File: config.mk
export PLATFORM = sky130hd
export DESIGN_NAME = countdown_timer_bank_unit
export DESIGN_NICKNAME = d
export VERILOG_FILES = /design/src/sv/ctb_pkg.sv /design/src/sv/ctb_datapath.sv /design/src/sv/ctb_ctrl.sv /design/src/sv/countdown_timer_bank_unit.sv
export SDC_FILE = /design/constraint.sdc
export NUM_CORES = 2
export LEC_CHECK = 0
export ABC_AREA = 0
export BUFFER_PORTS_ARGS = -buffer_cell sky130_fd_sc_hd__buf_2
export CORE_UTILIZATION = 40
export DETAILED_ROUTE_END_ITERATION = 10
export GPL_TIMING_DRIVEN = 1
export PLACE_DENSITY_LB_ADDON = 0.05
export SETUP_SLACK_MARGIN = 0.1
export SKIP_CTS_REPAIR_TIMING = 1
export SYNTH_ARGS = -nofsm -noshare
export SYNTH_HDL_FRONTEND = slang
export SYNTH_SLANG_ARGS = --single-unit
File: constraint.sdc
create_clock -name clk_i -period 9.27 [get_ports clk_i]
set_input_delay 0 -clock clk_i [delete_from_list [all_inputs] [get_ports clk_i]]
set_output_delay 0 -clock clk_i [all_outputs]
set_load 0.05 [all_outputs]
File: src/sv/ctb_pkg.sv
// ctb_pkg: shared types, constants and operation codes of the countdown timer bank
// used by ctb_ctrl, ctb_datapath and countdown_timer_bank_unit; no dependencies
`timescale 1ns / 1ps
`default_nettype none

package ctb_pkg;

  // bank geometry
  localparam int NUM_TIMERS = 16;
  localparam int COUNT_BITS = 24;
  localparam int SLOT_W     = (NUM_TIMERS > 1) ? $clog2(NUM_TIMERS) : 1;

  // field widths
  localparam int OP_W    = 3;
  localparam int ID_W    = 4;
  localparam int MS_W    = 22;
  localparam int ENT_W   = 16;
  localparam int TYPE_W  = 8;
  localparam int FPS_W   = 10;

  // frames = fps * ms / 1000
  localparam int PROD_W    = FPS_W + MS_W;
  localparam int DIVISOR   = 1000;
  localparam logic [PROD_W-1:0] COUNT_MAX = PROD_W'((64'd1 << COUNT_BITS) - 64'd1);

  // divide by 1000 as a multiply by ceil(2^38 / 1000) and a shift by 38,
  // exact for every 32-bit product
  localparam int RECIP_W   = 29;
  localparam int DIV_SHIFT = 38;
  localparam int MULQ_W    = PROD_W + RECIP_W;
  localparam logic [RECIP_W-1:0] DIV_RECIP =
    RECIP_W'(((64'd1 << DIV_SHIFT) + 64'(DIVISOR) - 64'd1) / 64'(DIVISOR));

  localparam logic [FPS_W-1:0] FPS_RESET = FPS_W'(60);

  // result kinds
  localparam logic KIND_CREATE = 1'b0;
  localparam logic KIND_EXPIRY = 1'b1;

  typedef enum logic [OP_W-1:0] {
    OP_TICK    = 3'd0,
    OP_CREATE  = 3'd1,
    OP_START   = 3'd2,
    OP_STOP    = 3'd3,
    OP_PAUSE   = 3'd4,
    OP_UNPAUSE = 3'd5
  } op_e;

  // timeout message kept per slot
  typedef struct packed {
    logic [ENT_W-1:0]  owner;
    logic [TYPE_W-1:0] kind_of_timeout;
    logic              sub_mark;
  } msg_t;

  // one result beat
  typedef struct packed {
    logic              result_kind;
    logic [ID_W-1:0]   slot_id;
    logic              create_ok;
    msg_t              msg;
    logic              last;
  } result_t;

  // controller to datapath
  typedef struct packed {
    logic capture;
    logic ptr_clr;
    logic ptr_inc;
    logic apply_op;
    logic tick_step;
    logic flush;
    logic mul;
    logic div_step;
    logic reply;
    logic reply_ok;
  } cmd_t;

  // datapath to controller
  typedef struct packed {
    logic [OP_W-1:0] op;
    logic            last_slot;
    logic            free_hit;
    logic            tick_fire;
    logic            pend_v;
    logic            out_free;
  } stat_t;

endpackage

`default_nettype wire

File: src/sv/ctb_datapath.sv
// ctb_datapath: timer counts, running and free flags, message store, frame
// divider, pending expiry and output register; depends on ctb_pkg
`timescale 1ns / 1ps
`default_nettype none

module ctb_datapath (
  input  wire logic                        clk_i,
  input  wire logic                        rst_ni,
  input  wire logic                        cfg_we_i,
  input  wire logic [ctb_pkg::FPS_W-1:0]   cfg_wdata_i,
  input  wire logic [ctb_pkg::OP_W-1:0]    operation_i,
  input  wire logic [ctb_pkg::ID_W-1:0]    timer_id_i,
  input  wire logic [ctb_pkg::MS_W-1:0]    time_ms_i,
  input  wire logic [ctb_pkg::ENT_W-1:0]   entity_i,
  input  wire logic [ctb_pkg::TYPE_W-1:0]  timeout_type_i,
  input  wire logic                        is_subtimer_i,
  input  wire ctb_pkg::cmd_t               cmd_i,
  output ctb_pkg::stat_t                   stat_o,
  input  wire logic                        out_ready_i,
  output logic                             out_valid_o,
  output ctb_pkg::result_t                 out_res_o
);

  // configuration
  logic [ctb_pkg::FPS_W-1:0] fps_q;

  // latched request
  logic [ctb_pkg::OP_W-1:0]  op_q;
  logic                      id_ok_q;
  logic [ctb_pkg::MS_W-1:0]  ms_q;
  ctb_pkg::msg_t             new_msg_q;
  logic [ctb_pkg::SLOT_W-1:0] ptr_q;

  // timer state
  logic [ctb_pkg::COUNT_BITS-1:0] cnt_q [ctb_pkg::NUM_TIMERS];
  logic [ctb_pkg::NUM_TIMERS-1:0] run_q;
  logic [ctb_pkg::NUM_TIMERS-1:0] free_q;
  ctb_pkg::msg_t                  msg_q [ctb_pkg::NUM_TIMERS];

  // divider
  logic [ctb_pkg::PROD_W-1:0]     prod_q;
  logic [ctb_pkg::MULQ_W-1:0]     recip_prod;
  logic [ctb_pkg::COUNT_BITS-1:0] cnt_load;

  // result staging
  ctb_pkg::result_t pend_q, out_q, out_d, expiry;
  logic             pend_v_q, out_v_q, out_v_d, out_load;

  // slot read at the pointer
  logic [ctb_pkg::COUNT_BITS-1:0] cnt_rd;
  logic                           run_rd, tick_fire, out_free;

  assign cnt_rd    = cnt_q[ptr_q];
  assign run_rd    = run_q[ptr_q];
  assign tick_fire = run_rd &&
                     (cnt_rd == '0 || cnt_rd == ctb_pkg::COUNT_BITS'(1));
  assign out_free  = !out_v_q || out_ready_i;

  // division by the constant as a multiply by its rounded-up reciprocal
  assign recip_prod = ctb_pkg::MULQ_W'(prod_q) * ctb_pkg::MULQ_W'(ctb_pkg::DIV_RECIP);

  // saturate the frame count
  assign cnt_load = (prod_q > ctb_pkg::COUNT_MAX)
                    ? ctb_pkg::COUNT_MAX[ctb_pkg::COUNT_BITS-1:0]
                    : prod_q[ctb_pkg::COUNT_BITS-1:0];

  // expiry beat for the slot under the pointer
  always_comb begin
    expiry             = '0;
    expiry.result_kind = ctb_pkg::KIND_EXPIRY;
    expiry.slot_id     = ctb_pkg::ID_W'(ptr_q);
    expiry.create_ok   = 1'b0;
    expiry.msg         = msg_q[ptr_q];
    expiry.last        = 1'b0;
  end

  // output register load
  always_comb begin
    out_load = 1'b0;
    out_d    = out_q;
    if (cmd_i.tick_step && tick_fire && pend_v_q) begin
      out_load = 1'b1;
      out_d    = pend_q;
      out_d.last = 1'b0;
    end else if (cmd_i.flush) begin
      out_load = 1'b1;
      out_d    = pend_q;
      out_d.last = 1'b1;
    end else if (cmd_i.reply) begin
      out_load          = 1'b1;
      out_d             = '0;
      out_d.result_kind = ctb_pkg::KIND_CREATE;
      out_d.slot_id     = cmd_i.reply_ok ? ctb_pkg::ID_W'(ptr_q) : '0;
      out_d.create_ok   = cmd_i.reply_ok;
      out_d.last        = 1'b1;
    end
    out_v_d = out_load || (out_v_q && !out_ready_i);
  end

  // configuration register
  always_ff @(posedge clk_i or negedge rst_ni) begin
    if (!rst_ni) begin
      fps_q <= ctb_pkg::FPS_RESET;
    end else if (cfg_we_i) begin
      fps_q <= cfg_wdata_i;
    end
  end

  // request capture and slot pointer
  always_ff @(posedge clk_i or negedge rst_ni) begin
    if (!rst_ni) begin
      ptr_q   <= '0;
      op_q    <= '0;
      id_ok_q <= 1'b0;
    end else if (cmd_i.capture) begin
      ptr_q   <= ctb_pkg::SLOT_W'(timer_id_i);
      op_q    <= operation_i;
      id_ok_q <= (32'(timer_id_i) < ctb_pkg::NUM_TIMERS);
    end else if (cmd_i.ptr_clr) begin
      ptr_q <= '0;
    end else if (cmd_i.ptr_inc) begin
      ptr_q <= ptr_q + ctb_pkg::SLOT_W'(1);
    end
  end

  // create payload
  always_ff @(posedge clk_i) begin
    if (cmd_i.capture) begin
      ms_q                      <= time_ms_i;
      new_msg_q.owner           <= entity_i;
      new_msg_q.kind_of_timeout <= timeout_type_i;
      new_msg_q.sub_mark        <= is_subtimer_i;
    end
  end

  // product, then quotient in place
  always_ff @(posedge clk_i) begin
    if (cmd_i.mul) begin
      prod_q <= ctb_pkg::PROD_W'(fps_q) * ctb_pkg::PROD_W'(ms_q);
    end else if (cmd_i.div_step) begin
      prod_q <= ctb_pkg::PROD_W'(recip_prod >> ctb_pkg::DIV_SHIFT);
    end
  end

  // timer counts, running and free flags
  always_ff @(posedge clk_i or negedge rst_ni) begin
    if (!rst_ni) begin
      for (int i = 0; i < ctb_pkg::NUM_TIMERS; i++) begin
        cnt_q[i] <= '0;
      end
      run_q  <= '0;
      free_q <= '1;
    end else if (cmd_i.tick_step) begin
      if (run_rd && cnt_rd != '0) begin
        cnt_q[ptr_q] <= cnt_rd - ctb_pkg::COUNT_BITS'(1);
      end
      if (tick_fire) begin
        run_q[ptr_q] <= 1'b0;
      end
    end else if (cmd_i.reply && cmd_i.reply_ok) begin
      cnt_q[ptr_q]  <= cnt_load;
      run_q[ptr_q]  <= 1'b1;
      free_q[ptr_q] <= 1'b0;
    end else if (cmd_i.apply_op && id_ok_q) begin
      unique case (op_q)
        ctb_pkg::OP_START: begin
          if (cnt_rd != '0) begin
            run_q[ptr_q] <= 1'b1;
          end
        end
        ctb_pkg::OP_STOP: begin
          run_q[ptr_q]  <= 1'b0;
          free_q[ptr_q] <= 1'b1;
        end
        ctb_pkg::OP_PAUSE: begin
          run_q[ptr_q] <= 1'b0;
        end
        ctb_pkg::OP_UNPAUSE: begin
          run_q[ptr_q] <= 1'b1;
        end
        default: begin
        end
      endcase
    end
  end

  // message store, written on a successful create
  always_ff @(posedge clk_i) begin
    if (cmd_i.reply && cmd_i.reply_ok) begin
      msg_q[ptr_q] <= new_msg_q;
    end
  end

  // pending expiry, held back until the next one or the end of the walk
  always_ff @(posedge clk_i or negedge rst_ni) begin
    if (!rst_ni) begin
      pend_v_q <= 1'b0;
    end else if (cmd_i.tick_step && tick_fire) begin
      pend_v_q <= 1'b1;
    end else if (cmd_i.flush) begin
      pend_v_q <= 1'b0;
    end
  end

  always_ff @(posedge clk_i) begin
    if (cmd_i.tick_step && tick_fire) begin
      pend_q <= expiry;
    end
  end

  // output register
  always_ff @(posedge clk_i or negedge rst_ni) begin
    if (!rst_ni) begin
      out_v_q <= 1'b0;
    end else begin
      out_v_q <= out_v_d;
    end
  end

  always_ff @(posedge clk_i) begin
    if (out_load) begin
      out_q <= out_d;
    end
  end

  assign out_valid_o = out_v_q;
  assign out_res_o   = out_q;

  // status to the controller
  always_comb begin
    stat_o           = '0;
    stat_o.op        = op_q;
    stat_o.last_slot = (ptr_q == ctb_pkg::SLOT_W'(ctb_pkg::NUM_TIMERS - 1));
    stat_o.free_hit  = free_q[ptr_q];
    stat_o.tick_fire = tick_fire;
    stat_o.pend_v    = pend_v_q;
    stat_o.out_free  = out_free;
  end

endmodule

`default_nettype wire

File: src/sv/ctb_ctrl.sv
// ctb_ctrl: state machine that sequences tick walks, creates and flag updates
// over ctb_datapath; depends on ctb_pkg
`timescale 1ns / 1ps
`default_nettype none

module ctb_ctrl (
  input  wire logic           clk_i,
  input  wire logic           rst_ni,
  input  wire logic           in_valid_i,
  output logic                in_ready_o,
  input  wire ctb_pkg::stat_t stat_i,
  output ctb_pkg::cmd_t       cmd_o
);

  localparam logic [2:0] S_IDLE  = 3'd0;
  localparam logic [2:0] S_DISP  = 3'd1;
  localparam logic [2:0] S_TICK  = 3'd2;
  localparam logic [2:0] S_FLUSH = 3'd3;
  localparam logic [2:0] S_FIND  = 3'd4;
  localparam logic [2:0] S_MUL   = 3'd5;
  localparam logic [2:0] S_DIV   = 3'd6;
  localparam logic [2:0] S_REPLY = 3'd7;

  logic [2:0]                      state_q, state_d;
  logic                            ok_q, ok_d;
  logic                            tick_stall;

  // a second expiry cannot be staged while the output is still full
  assign tick_stall = stat_i.tick_fire && stat_i.pend_v && !stat_i.out_free;

  // next state and commands
  always_comb begin
    state_d    = state_q;
    ok_d       = ok_q;
    cmd_o      = '0;
    in_ready_o = 1'b0;
    unique case (state_q)
      S_IDLE: begin
        in_ready_o    = 1'b1;
        cmd_o.capture = in_valid_i;
        if (in_valid_i) begin
          state_d = S_DISP;
        end
      end
      S_DISP: begin
        unique case (stat_i.op)
          ctb_pkg::OP_TICK: begin
            cmd_o.ptr_clr = 1'b1;
            state_d       = S_TICK;
          end
          ctb_pkg::OP_CREATE: begin
            cmd_o.ptr_clr = 1'b1;
            state_d       = S_FIND;
          end
          ctb_pkg::OP_START, ctb_pkg::OP_STOP,
          ctb_pkg::OP_PAUSE, ctb_pkg::OP_UNPAUSE: begin
            cmd_o.apply_op = 1'b1;
            state_d        = S_IDLE;
          end
          default: begin
            state_d = S_IDLE;
          end
        endcase
      end
      S_TICK: begin
        if (!tick_stall) begin
          cmd_o.tick_step = 1'b1;
          if (stat_i.last_slot) begin
            state_d = S_FLUSH;
          end else begin
            cmd_o.ptr_inc = 1'b1;
          end
        end
      end
      S_FLUSH: begin
        if (!stat_i.pend_v) begin
          state_d = S_IDLE;
        end else if (stat_i.out_free) begin
          cmd_o.flush = 1'b1;
          state_d     = S_IDLE;
        end
      end
      S_FIND: begin
        if (stat_i.free_hit) begin
          state_d = S_MUL;
        end else if (stat_i.last_slot) begin
          ok_d    = 1'b0;
          state_d = S_REPLY;
        end else begin
          cmd_o.ptr_inc = 1'b1;
        end
      end
      S_MUL: begin
        cmd_o.mul = 1'b1;
        state_d   = S_DIV;
      end
      S_DIV: begin
        cmd_o.div_step = 1'b1;
        ok_d           = 1'b1;
        state_d        = S_REPLY;
      end
      S_REPLY: begin
        if (stat_i.out_free) begin
          cmd_o.reply    = 1'b1;
          cmd_o.reply_ok = ok_q;
          state_d        = S_IDLE;
        end
      end
      default: begin
        state_d = S_IDLE;
      end
    endcase
  end

  // state registers
  always_ff @(posedge clk_i or negedge rst_ni) begin
    if (!rst_ni) begin
      state_q   <= S_IDLE;
      ok_q      <= 1'b0;
    end else begin
      state_q   <= state_d;
      ok_q      <= ok_d;
    end
  end

endmodule

`default_nettype wire

File: src/sv/countdown_timer_bank_unit.sv
// countdown_timer_bank_unit: top level of the frame-counted timer bank
// joins ctb_ctrl and ctb_datapath; depends on ctb_pkg
//
// usage:
// - request channel in_valid_i / in_ready_o carries one beat per operation:
//   tick, create, start, stop, pause or unpause; one request is worked at a time
// - result channel out_valid_o / out_ready_i: a create gives one reply beat,
//   a tick gives one expiry beat per timer that runs out, last_o on the final one,
//   and a tick with no expiry, like start/stop/pause/unpause, gives no beat
// - the frame rate register is written through cfg_we_i / cfg_wdata_i; the user must
//   write it only while idle, the block itself does not enforce this
// - a tick walks over the slots one slot per cycle unless the output stalls it;
//   a create searches the slots for a free one, forms the millisecond product, then
//   divides by 1000 with the reciprocal multiply
// - throughput: the next request is taken once the current one is done
// - the output register holds a finished beat, so a new request is accepted
//   while the last result still waits; when the receiver stalls during a tick
//   the walk holds at an expiring slot behind a pending one until the output frees
// - reset: all timers stopped with zero count, all slots free, rate 60
`timescale 1ns / 1ps
`default_nettype none

module countdown_timer_bank_unit (
  input  wire logic                        clk_i,
  input  wire logic                        rst_ni,
  input  wire logic                        cfg_we_i,
  input  wire logic [ctb_pkg::FPS_W-1:0]   cfg_wdata_i,
  input  wire logic                        in_valid_i,
  output logic                             in_ready_o,
  input  wire logic [ctb_pkg::OP_W-1:0]    operation_i,
  input  wire logic [ctb_pkg::ID_W-1:0]    timer_id_i,
  input  wire logic [ctb_pkg::MS_W-1:0]    time_ms_i,
  input  wire logic [ctb_pkg::ENT_W-1:0]   entity_i,
  input  wire logic [ctb_pkg::TYPE_W-1:0]  timeout_type_i,
  input  wire logic                        is_subtimer_i,
  output logic                             out_valid_o,
  input  wire logic                        out_ready_i,
  output logic                             result_kind_o,
  output logic [ctb_pkg::ID_W-1:0]         slot_id_o,
  output logic                             create_ok_o,
  output logic [ctb_pkg::ENT_W-1:0]        owner_o,
  output logic [ctb_pkg::TYPE_W-1:0]       kind_of_timeout_o,
  output logic                             sub_mark_o,
  output logic                             last_o
);

  ctb_pkg::cmd_t    cmd;
  ctb_pkg::stat_t   stat;
  ctb_pkg::result_t res;

  // sequencer
  ctb_ctrl u_ctrl (
    .clk_i      (clk_i),
    .rst_ni     (rst_ni),
    .in_valid_i (in_valid_i),
    .in_ready_o (in_ready_o),
    .stat_i     (stat),
    .cmd_o      (cmd)
  );

  // timer storage and arithmetic
  ctb_datapath u_datapath (
    .clk_i          (clk_i),
    .rst_ni         (rst_ni),
    .cfg_we_i       (cfg_we_i),
    .cfg_wdata_i    (cfg_wdata_i),
    .operation_i    (operation_i),
    .timer_id_i     (timer_id_i),
    .time_ms_i      (time_ms_i),
    .entity_i       (entity_i),
    .timeout_type_i (timeout_type_i),
    .is_subtimer_i  (is_subtimer_i),
    .cmd_i          (cmd),
    .stat_o         (stat),
    .out_ready_i    (out_ready_i),
    .out_valid_o    (out_valid_o),
    .out_res_o      (res)
  );

  // result fields
  assign result_kind_o     = res.result_kind;
  assign slot_id_o         = res.slot_id;
  assign create_ok_o       = res.create_ok;
  assign owner_o           = res.msg.owner;
  assign kind_of_timeout_o = res.msg.kind_of_timeout;
  assign sub_mark_o        = res.msg.sub_mark;
  assign last_o            = res.last;

endmodule

`default_nettype wire
======== Word level (Yosys, flattened, before mapping) ========
Memories as Yosys holds them, arrays and structs flattened. A register that Yosys moved wholly into a read port is not among the register bits.
Index checks and enable logic that the tools add are counted.
storage, ports and cells
  register bits after elaboration ......... 555
  latch bits .............................. 0
  bits in writable memories ............... 400
  memory bits (read-only) ................. 0
  input bits .............................. 69
  output and inout port bits .............. 34
  word-level logic and storage cells ...... 193
  memories ................................ 1
memories
  name              words  bits a word  rd ports  clocked after Yosys merged registers in  wr ports  RTL line            RTL
  u_datapath.msg_q  16     25           1         1                                        1         ctb_datapath.sv:38  ctb_pkg::msg_t msg_q [ctb_pkg::NUM_TIMERS];
operators by class
  $add $sub $neg .......................... 2
  multiply operators ...................... 2
  divide/modulo/power cells ............... 0
  magnitude comparators ................... 5
  equality and inequality tests ........... 23
  shifts and indexed selects .............. 0
  multiplexer cells ....................... 73
  bitwise logic cells ..................... 7
  reduce and logical (&&, ||, !) cells .... 41
operators by type and width
  cell                                                              number
  2-to-1 mux 384 bit                                                3
  bitwise mux 384 bit                                               2
  2-to-1 mux 16 bit                                                 8
  binary-select mux 24 bit (select 4 bit)                           1
  demux 24 bit (select 4 bit)                                       1
  2-to-1 mux 24 bit                                                 4
  2-to-1 mux 32 bit                                                 3
  2-to-1 mux 31 bit                                                 2
  multiplier 32 x 29 -> 61 bit (second input constant)              1
  one-hot mux 16 bit (3 select lines)                               1
  AND 16 bit                                                        2
  greater-than comparator 32 x 24 -> 1 bit (second input constant)  1
  multiplier 10 x 22 -> 32 bit                                      1
  bitwise OR 16 bit                                                 2
  2-to-1 mux 1 bit                                                  28
  == test 24 x 1 -> 1 bit (second input constant)                   1
  logical NOT 24 bit                                                1
  one-hot mux 3 bit (8 select lines)                                1
  nonzero test 24 bit                                               1
  subtractor 24 x 1 -> 24 bit (second input constant)               1
  2-to-1 mux 3 bit                                                  7
  == test 3 bit (second input constant)                             6
  2-to-1 mux 4 bit                                                  4
  NOT 16 bit                                                        1
  other kinds (30)                                                  70

======== Depth between registers and ports, before layout ========
  depth in word-level cells ............... 15
  depth in mapped cells ................... 26
  gate-level depth less buffers ........... 26

======== Modules after synthesis ========
A second synthesis with hierarchy kept.
second synthesis, totals
  cells, all modules ...................... 4,451
  area, all modules ....................... 61,500.2 um^2
modules (own cells, without submodules)
  module        times used  cells an instance  area an instance (um^2)  sequential area each (um^2)
  ctb_datapath  1           4,400              61,101.1                 27,151.0
  ctb_ctrl      1           51                 399.1                    100.1

======== Worst setup path after synthesis ========
Ideal clock, no wire load.
  kind .................................... flip-flop to flip-flop
  start ................................... reg u_datapath.prod_q[20] (netlist name)
  end ..................................... reg u_datapath.prod_q[18] (netlist name) (data pin)
  setup time .............................. 270 ps
  arrival ................................. 6,644 ps
  data required time ...................... 9,000 ps
  path slack .............................. 2,356 ps
  stages on the path, launching flop included .. 26
  buffers on the path ..................... 0
  clock period less this slack ............ 6,914 ps
  cell sequence ........................... edfxtp_1 > ha_1 > fa_1 > fa_1 > inv_1 > fa_1 > inv_1 > fa_1 > inv_1 > fa_1 > inv_1 > fa_1 > inv_1 > fa_1 > inv_1 > ha_1 > a21oi_1 > o21ai_0 > a221o_1 > o21ai_0 > nand3_1 > o21ai_0 > o211ai_1 > a21oi_1 > xor2_1 > a21oi_1
on the way
  longest elaborated chain between the ends .. 3
ends and longest elaborated chain
  what                          RTL line             RTL
  start, declared               ctb_datapath.sv:41   logic [ctb_pkg::PROD_W-1:0] prod_q;
  start signal, assigned        ctb_datapath.sv:139  prod_q <= ctb_pkg::PROD_W'(fps_q) * ctb_pkg::PROD_W'(ms_q);
  start signal, assigned        ctb_datapath.sv:141  prod_q <= ctb_pkg::PROD_W'(recip_prod >> ctb_pkg::DIV_SHIFT);
  multiplier 32 x 29 -> 61 bit  ctb_datapath.sv:60   assign recip_prod = ctb_pkg::MULQ_W'(prod_q) * ctb_pkg::MULQ_W'(ctb_pkg::DIV_RECIP);
  2-to-1 mux 32 bit             ctb_datapath.sv:140  end else if (cmd_i.div_step) begin
  2-to-1 mux 32 bit             ctb_datapath.sv:138  if (cmd_i.mul) begin
Every way passes these cells. The select of a mux whose other input is x is not followed.
A chain may end at the register's enable or synchronous reset.

======== Worst setup path in the final report ========
  start ................................... reg u_datapath.prod_q[27] (netlist name)
  end ..................................... reg u_datapath.prod_q[21] (netlist name) (data pin)
The elaborated chain is that of the path after synthesis.

==> metrics <==
status=finished with violations; failing checks=DRC; setup violators final=0; flops & latches, synth=980; Detailed Route WL=170000 microns; residual DRC count=4; Fillers=13938; initial antenna violation count=5; crit path time final=8.37 ns; chip width=397 microns; post-DP HPWL=111000 microns; syn avg cell area=14.1 sq um; Slew @ Worst Pin=1.25 ns; H-tree depth=3; fin. max-slew vios=0; startpoint types=flop; row cnt=144; clk root buf=clkbuf_16; GP Congestion=0.861; layout cell share with drive strength beyond 1=22.5%; clock latency on the worst-skew pair=0.77 ns; final critical-path share of the clock period=90.2%; Post-synth EDFFs=540; Finished Cell Area=70100 sq um; max_cap viols=0; crit path DAT=8.79 ns; dpl cell area=65200 sq um; Setup Skew=0.106 ns; nets=5649; # port buffers=102; Syn. warnings=0; Synth Cell Area=62300 sq um; TritonCTS buffer count=109; Setup TNS=0 ns; Initial DRT Pass Iterations=8; Crit. End Element=flop; RSZ-0062 raised after global routing=false; Rel. slew slack=16.5%; vias per cell=5.18; Clock transition at path regs=0.06 ns; post-synthesis net count=5412; total track usage=22.0%; Bufs on Longest Clock Path=3; Synth async-reset ratio=44.9%; diodes inserted=0; top cells by area, synth=edfxtp_1 26%, dfrtp_1 17%, fa_1 15%; Top FF cell, synth=edfxtp_1; critical path class=reg2reg; number of global-route vias before repair=37622; CTS tree=yes; GRT Residual Overflow=0; initial cell density of the core=40.3%; final hold viol count=0; area delta synth->final=12.5%; core area=154000 sq um; via count=35185; I/O pin cnt=103; Netlist cell types=81; Max Fclk=120 MHz; global-route wire length before repair=256000 microns; die area=157000 sq um; largest area contributor in the netlist=edfxtp_1; hold crit path type=in2reg; post-DR wirelength/cell=25.0 microns; chip height=397 microns; commonest cells in the netlist=682 x inv_1, 540 x edfxtp_1, 466 x ha_1; drt initial violations=2112; Worst EP required=9.70 ns; TritonCTS Sinks=980; largest net degree at the start of global routing=84; sequential element share of the synthesized area=43.8%; Detail Route Antenna Nets=0; Max FO, Critical Path=10; count leader, synth=inv_1; post-synth top area share=26.0%; Syn Inst Count=4421
## layout by cell type (no fill, tap or decap), types with 31 or more instances in the layout
cell,Yosys,routed
nand2_1,212,212
nor2_1,117,99
mux4_2,239,239
dlygate4sd3_1,0,135
mux2_4,200,200
buf_4,7,83
nor3_1,32,32
fa_1,456,456
ha_1,466,466
a21o_1,32,31
mux2_2,195,195
clkbuf_16,0,109
dfrtp_1,420,416
edfxtp_1,540,540
buf_2,29,101
a21oi_1,78,78
and2_1,122,120
xnor2_1,53,53
clkbuf_1,112,36
inv_1,682,682
o21ai_0,74,74
## critical path, cell delays in order (launching register included)
cell and delay, ns:
edfxtp_1 0.73, inv_1 0.35, ha_1 0.50, inv_1 0.08, fa_1 0.49, inv_1 0.05
ha_1 0.27, inv_1 0.06, fa_1 0.49, inv_1 0.05, fa_1 0.54, inv_1 0.06
fa_1 0.48, inv_1 0.05, fa_1 0.47, ha_1 0.31, ha_1 0.32, and3_1 0.22
and3_1 0.23, nand3_1 0.22, a21oi_1 0.82, o21ai_0 0.51, o41a_1 0.50, xnor2_1 0.14
nand2_1 0.07, o31ai_1 0.07
## registers in the layout, summed over array words and instances (netlist names), named ones only
| name | flops |
|---|---|
| u_datapath.msg_q | 400 |
| u_datapath.cnt_q | 384 |
| u_datapath.out_res_o | 32 |
| u_datapath.prod_q | 32 |
| u_datapath.pend_q | 29 |
| u_datapath.new_msg_q | 25 |
| u_datapath.ms_q | 22 |
| u_datapath.fps_q | 10 |
| u_datapath.ptr_q | 4 |
| u_ctrl.state_q | 3 |
| u_datapath.op_q | 3 |
| u_ctrl.ok_q | 1 |
| u_datapath.id_ok_q | 1 |
| u_datapath.out_valid_o | 1 |
| u_datapath.pend_v_q | 1 |
## per-stage QoR
| step | util [%] | setup WS [ns] | std cells | hold WS [ns] |
|---|---|---|---|---|
| 2_1_floorplan | - | 2.36 | 4421 | -0.296 |
| 3_3_place_gp | 42.2 | 1.03 | 6455 | 0.0510 |
| 3_5_place_dp | 42.2 | 1.01 | 6455 | 0.0502 |
| 4_1_cts | 44.5 | 1.02 | 6660 | -0.694 |
| 5_1_grt | 45.4 | 0.611 | 6796 | 0.00187 |
| 6_report | 45.4 | 0.905 | 6796 | 0.0459 |
## cell families after synthesis
| group | after synthesis | share of synthesized area [%] |
|---|---|---|
| DFF | 980 | 43.8 |
| AOI/OAI and AO/OA | 330 | 3.47 |
| adders and majority gates | 922 | 24.0 |
| and+or+nand+nor | 606 | 4.97 |
| xor gates and xnor gates | 67 | 0.942 |
| buffers and inverters | 878 | 5.79 |
| muxes | 638 | 17.1 |
## per-layer routing
layer  track usage (%)  vias up  share of wire (%)
li1                  -    15784                  -
met1              33.4    18636                 49
met2              34.3      599                 46
met3              2.40      162                3.1
met4              3.70        4                1.5
met5                 0        -              0.013
## cell type report
cell class | count | area (sq um) | share of cell area [%]
Clock buffer | 161 | 3080 | 4.40
Tap cell | 2044 | 2560 | 3.65
Multi-Input combinational cell | 2563 | 31600 | 45.1
Inverter | 682 | 2560 | 3.65
Clock inverter | 44 | 434 | 0.620
Timing Repair Buffer | 322 | 2530 | 3.62
Sequential cell | 980 | 27300 | 38.9
## path summary, 6_finish.rpt
check                                                    startpoint                                 to  slack [ns]  cells past startpoint
worst max-delay path            u_datapath.prod_q[27]$_SDFFCE_PN0P_    u_datapath.prod_q[21]$_DFFE_PP_        0.90                     25
worst min-delay path                                   time_ms_i[0]       u_datapath.ms_q[0]$_DFFE_PP_        0.05                      2
worst max register to register  u_datapath.prod_q[27]$_SDFFCE_PN0P_    u_datapath.prod_q[21]$_DFFE_PP_        0.90                     25
worst min register to register       u_datapath.id_ok_q$_DFFE_PN0P_     u_datapath.id_ok_q$_DFFE_PN0P_        0.48                      1
max in group asynchronous                                    rst_ni  u_datapath.cnt_q[262]$_DFFE_PN0P_        6.77                      5
min in group asynchronous                                    rst_ni  u_datapath.cnt_q[278]$_DFFE_PN0P_        0.44                      3
Power is not shown: default switching activity piles up to over one toggle a cycle in this logic, so the estimate is an artifact.
